**src/design/tfdc_pkg.sv**
```systemverilog
package tfdc_pkg;

  // Frame geometry.
  localparam int unsigned FrameWords  = 512;
  localparam int unsigned PosWidth    = $clog2(FrameWords);
  localparam int unsigned SlotWords   = 16;
  localparam int unsigned WindowWords = 64;
  localparam int unsigned CheckFirst  = 48;

  // Expected parameter in slot zero of a good frame.
  localparam logic [15:0] LabelValue = 16'h9999;

  // Request kinds.
  localparam logic KindData  = 1'b0;
  localparam logic KindClear = 1'b1;

  // One request: a frame word or a counter clear.
  typedef struct packed {
    logic        kind;
    logic [15:0] word;
    logic        frame_start;
  } req_t;

  // One result.
  typedef struct packed {
    logic signed [13:0] sample;
    logic               param_valid;
    logic [4:0]         param_slot;
    logic [15:0]        param_value;
    logic               window_done;
    logic [2:0]         window_index;
    logic               window_ok;
    logic               frame_done;
    logic               frame_good;
    logic [31:0]        good_frames;
    logic [31:0]        bad_frames;
  } rsp_t;

endpackage

```
**src/design/tfdc_core.sv**
```systemverilog
module tfdc_core import tfdc_pkg::*; (
  input  logic clk_i,
  input  logic rst_ni,
  input  logic req_fire_i,
  input  req_t req_i,
  output rsp_t rsp_o
);

  logic [PosWidth-1:0] pos_q, pos_d, pos_b;
  logic [15:0]         param_q, param_d, param_b, param_n;
  logic [15:0]         check_q, check_d, check_b, check_n;
  logic [14:0]         xor_q, xor_d, xor_b, xor_n;
  logic                awo_q, awo_d, awo_b, awo_n;
  logic                label_q, label_d, label_b, label_n;
  logic [31:0]         good_q, good_d, bad_q, bad_d;

  logic [15:0] pos_ext;
  logic [5:0]  win_pos;
  logic        slot_end, win_end, win_ok, frame_end, good;

  // Per-word decode, state update and result.
  always_comb begin
    // A frame start drops any partial frame before this word is taken.
    pos_b   = req_i.frame_start ? '0 : pos_q;
    param_b = req_i.frame_start ? '0 : param_q;
    check_b = req_i.frame_start ? '0 : check_q;
    xor_b   = req_i.frame_start ? '0 : xor_q;
    awo_b   = req_i.frame_start ? 1'b1 : awo_q;
    label_b = req_i.frame_start ? 1'b0 : label_q;

    pos_ext  = 16'(pos_b);
    win_pos  = pos_ext[5:0];
    slot_end = (pos_ext[3:0] == 4'(SlotWords - 1));
    win_end  = (win_pos == 6'(WindowWords - 1));
    frame_end = (pos_b == PosWidth'(FrameWords - 1));

    // Parameter stream.
    param_n = {param_b[14:0], req_i.word[14]};
    label_n = (slot_end && (pos_ext[15:4] == 12'd0)) ? (param_n == LabelValue) : label_b;

    // Check stream and computed check.
    check_n = (win_pos >= 6'(CheckFirst)) ? {check_b[14:0], req_i.word[15]} : check_b;
    xor_n   = xor_b ^ req_i.word[14:0];
    win_ok  = (check_n == {1'b0, xor_n});
    awo_n   = (win_end && !win_ok) ? 1'b0 : awo_b;
    good    = awo_n && label_n;

    // Next state.
    pos_d   = pos_q;
    param_d = param_q;
    check_d = check_q;
    xor_d   = xor_q;
    awo_d   = awo_q;
    label_d = label_q;
    good_d  = good_q;
    bad_d   = bad_q;
    rsp_o   = '0;

    if (req_i.kind == KindClear) begin
      good_d = '0;
      bad_d  = '0;
    end else begin
      rsp_o.sample = signed'(req_i.word[13:0]);
      if (slot_end) begin
        rsp_o.param_valid = 1'b1;
        rsp_o.param_slot  = pos_ext[8:4];
        rsp_o.param_value = param_n;
      end
      if (win_end) begin
        rsp_o.window_done  = 1'b1;
        rsp_o.window_index = pos_ext[8:6];
        rsp_o.window_ok    = win_ok;
      end
      if (frame_end) begin
        rsp_o.frame_done = 1'b1;
        rsp_o.frame_good = good;
        if (good) begin
          good_d = good_q + 32'd1;
        end else begin
          bad_d = bad_q + 32'd1;
        end
        pos_d   = '0;
        param_d = '0;
        check_d = '0;
        xor_d   = '0;
        awo_d   = 1'b1;
        label_d = 1'b0;
      end else begin
        pos_d   = pos_b + PosWidth'(1);
        param_d = param_n;
        check_d = win_end ? '0 : check_n;
        xor_d   = win_end ? '0 : xor_n;
        awo_d   = awo_n;
        label_d = label_n;
      end
    end
    rsp_o.good_frames = good_d;
    rsp_o.bad_frames  = bad_d;
  end

  // Frame state and counters.
  always_ff @(posedge clk_i or negedge rst_ni) begin
    if (!rst_ni) begin
      pos_q   <= '0;
      param_q <= '0;
      check_q <= '0;
      xor_q   <= '0;
      awo_q   <= 1'b1;
      label_q <= 1'b0;
      good_q  <= '0;
      bad_q   <= '0;
    end else if (req_fire_i) begin
      pos_q   <= pos_d;
      param_q <= param_d;
      check_q <= check_d;
      xor_q   <= xor_d;
      awo_q   <= awo_d;
      label_q <= label_d;
      good_q  <= good_d;
      bad_q   <= bad_d;
    end
  end

endmodule

```
**config.mk**
```make
export PLATFORM = sky130hd
export DESIGN_NAME = tfdc_core
export DESIGN_NICKNAME = d
export VERILOG_FILES = /design/src/design/tfdc_pkg.sv /design/src/design/tfdc_core.sv
export SDC_FILE = /design/constraint.sdc
export NUM_CORES = 1
export LEC_CHECK = 0
export BUFFER_PORTS_ARGS = -buffer_cell sky130_fd_sc_hd__buf_2
export CAP_MARGIN = 20
export CORE_MARGIN = 1
export CORE_UTILIZATION = 59
export CTS_CLUSTER_SIZE = 14
export DETAILED_ROUTE_END_ITERATION = 16
export PLACE_DENSITY = 0.82
export RECOVER_POWER = 25
export SLEW_MARGIN = 25
export SYNTH_ARGS = -nofsm -noshare
export SYNTH_HDL_FRONTEND = slang
export SYNTH_SLANG_ARGS = --single-unit
```
**constraint.sdc**
```tcl
create_clock -name clk_i -period 13.3 [get_ports clk_i]
set_input_delay 3.99 -clock clk_i [delete_from_list [all_inputs] [get_ports clk_i]]
set_output_delay 3.99 -clock clk_i [all_outputs]
set_load 0.05 [all_outputs]
```
==> reports/qor.csv <==
stage;metric;value;unit
synthesis;synth_fp_nets;1107;
setup_path;regToRegStartpoint;pos_q[5];
routing;wl;25.8;mm
synthesis;postSynthCellCount;1081;
synthesis;ys_types;85;
setup_path;crit_type;input port to output pin;
routing;drt_iter0_markers;1025;
cells_and_area;stdcell_count;1351;
sta;slew_viol_final;124;
cts;clockRootBuffer;clkbuf_16;
run_status;status;finished, violations left;
die;core-area;0.0148;sq mm
synthesis;synth_area;0.00906;sq mm
synthesis;synth_edf_count;0;
cts;cts.sinks;121;
run_status;violations;max-capacitance violations, max-slew violations;
place;portBuffers;127;
sta;tightest_slew;3.87;ns
sta;setup_ws;1.00;ns
synthesis;yosys_register_bits;121;
synthesis;syn_avg_cell_area;8.38;sq um
setup_path;critPathMaxStageDelay;0.79;ns
cts;path_clk_slew;0.06;ns
routing;vias;9156;
cells_and_area;area_growth;14.0;%
cells_and_area;nFillCells;1182;
cells_and_area;drive_above_1_share;18.6;%
sta;final.period_utilization;92.5;%
synthesis;synth-seq-area-share;33.4;%
global_routing;grtUsageTotal;32.9;%
synthesis;synth_flop_cell;dfrtp_1;
die;die_area;0.0159;sq mm
die;ioPinCount;128;
sta;rsz0062_at_grt;false;
setup_path;path_max_fanout;31;
setup_path;cp-end-kind;output pin;
setup_path;path_cells;buf_2, nor2b_1, ha_1, and4_1, and2_1, and3_1, ha_1, buf_4, nand2_1, inv_1, o31ai_1, a2111oi_0, xnor2_1, nor2_1, buf_2;
sta;setup_tns;0;ns
die;std_cell_rows;44;
setup_path;cp-start-kind;input port;
setup_path;rr_endpoint;bad_q[15];
place;gp_congestion;0.864;
die;start_util;61.4;%
global_routing;grt_max_degree;73;
synthesis;async_flop_share;100;%
sta;hold_slack;0.491;ns
die;dieWidth;126;um
setup_path;rrSetupSlack;8.74;ns
sta;finalCriticalPeriod;12.30;ns
setup_path;arrival;8.31;ns
sta;slew-limit-headroom;-158;%
hold_path;min_path_type;register to register;
cells_and_area;final_cell_mix;125 x buf_2, 120 x dfrtp_1, 113 x nand2_1;
power_and_ir_drop;vdd_drop_max;0.000108;V
setup_path;critical_path.slowest_cell;a2111oi_0;
global_routing;grt_pass1_wl;41.9;mm
routing;drtAntennaViolNets;0;
job;cap_viol_max_count;2;
routing;drcViolationCount;0;
place;post-place-ws;1.08;ns
cts;cts_tree;yes;
sta;finClkSkew;0.00893;ns
sta;setup_viol;0;
cts;post_cts_buffers;0;
cts;cts_made_buffers;17;
cells_and_area;final_area;0.0103;sq mm
hold_path;hp-start;xor_q[6];
cells_and_area;insertedDiodeCount;0;
setup_path;reg2regPathDepth;9;
cts;cts_resized;0;
power_and_ir_drop;p_leak;0.00475;uW
routing;via_per_inst;6.78;
setup_path;cp.required;9.31;ns
routing;first_pass_iters;5;
hold_path;whs_endpoint;xor_q[6];
cts;holdBufCountCts;0;
die;die_h;126;um
global_routing;grt_overflow;0;
synthesis;yosysWarnings;0;
place;dpl.hpwl;16.4;mm
sta;hold_viol_final;0;
cts;cts_buffer_depth;2;
cells_and_area;layout_commonest_cell;buf_2;
routing;wl_per_cell;19.1;um
place;place_inst;1319;
sta;timing.fmax;0.0813;GHz
cts;insertion_delay;0.42;ns
cts;htreeDepth;4;
global_routing;antenna_found_initial;0;
power_and_ir_drop;power.density;104;mW/mm^2
global_routing;first_global_vias;8292;
hold_path;holdPathStages;1;
cells_and_area;nNetsFinal;1180;
place;placed_area;0.00970;sq mm
through the flow:
| stage | utilization [%] | total power, uW |
|---|---|---|
| after floorplan | - | 536 |
| after global placement | 65.7 | 578 |
| after detailed placement | 65.7 | 583 |
| after CTS | 70.0 | 1080 |
| after global routing | 70.0 | 1110 |
| final | 70.0 | 1080 |
registers in the layout (all words and copies together), names as in the netlist:
register / count
awo_q: 1
label_q: 1
xor_q: 15
bad_q: 32
check_q: 16
pos_q: 9
param_q: 15
good_q: 32
cells by family after synthesis:
group           after synthesis  share of synthesized area [%]
fa+ha+maj                     5                          0.691
xor+xnor                     27                           3.56
buf+inv                     125                           5.59
mux                          16                           2.04
simple gates                475                           27.8
flops                       121                           33.4
compound gates              312                           26.9
routing by layer:
layer	wire length [um]	global-route usage, %	vias up
met5	0	0	-
met4	724	13.5	0
met3	2180	5.99	71
met2	11800	50.5	503
met1	11100	45.9	4349
li1	-	-	4233
where the power goes:
group	leakage [uW]	internal (uW)	total, uW	switching (uW)
registers	0.00163	390	416	25.4
logic	0.00282	55.9	165	109
clock network	0.000304	328	499	171
total	0.00475	774	1080	305
final cells by class:
class / instances / area [sq um] / share of cell area (%)
Inverter: 34 / 128 / 1.24
Clock inverter: 8 / 143 / 1.38
Timing Repair Buffer: 145 / 768 / 7.44
Multi-Input combinational cell: 835 / 5550 / 53.7
Sequential cell: 121 / 3030 / 29.3
Clock buffer: 24 / 482 / 4.66
Tap cell: 184 / 230 / 2.23
Yosys cell counts (5+ instances only):
master	count	area, sq um
a2111oi_2	5	75.1
a211o_1	20	175
a21bo_2	6	60.1
a21o_1	10	75.1
a21oi_1	47	235
a221o_1	9	90.1
a22o_1	32	280
a31o_2	12	105
a32o_1	13	130
a41oi_1	5	43.8
and2_1	15	93.8
and3_1	60	375
and4_1	7	61.3
buf_1	5	18.8
buf_2	9	45.0
clkbuf_1	73	274
dfrtp_1	120	3000
ha_1	5	62.6
inv_1	32	120
mux2i_1	14	140
nand2_1	114	428
nand3_1	41	205
nand4_1	36	225
nor2_1	86	323
nor2b_1	26	163
nor3_1	18	90.1
nor3b_1	5	37.5
nor4_1	13	81.3
o211a_1	5	50.1
o211ai_1	17	128
o21ai_0	52	260
o221ai_1	5	43.8
o2bb2ai_1	9	78.8
o311ai_0	9	78.8
o31ai_1	6	45.0
or3_1	15	93.8
or4_1	13	97.6
xnor2_1	20	175
worst max-delay path, delay by kind of cell:
family | cells | cell delay [ns]
adder cells (fa/ha/maj) | 2 | 0.67
buffers and inverters | 4 | 0.95
XOR/XNOR | 1 | 0.15
AND/OR/NAND/NOR | 6 | 1.55
AO/OA/AOI/OAI | 2 | 0.95
worst max path at each step:
stage,start,end,slack [ns],cells past startpoint
5_1_grt,req_i[0],rsp_o[57],0.75,13
6_report,req_i[0],rsp_o[10],1.00,15
2_1_floorplan,req_i[0],rsp_o[13],0.23,20
4_1_cts,req_i[0],rsp_o[23],1.05,11
3_5_place_dp,req_i[0],rsp_o[23],1.08,11
3_3_place_gp,req_i[0],rsp_o[57],1.21,13
Power figures use the tool's default switching activity.
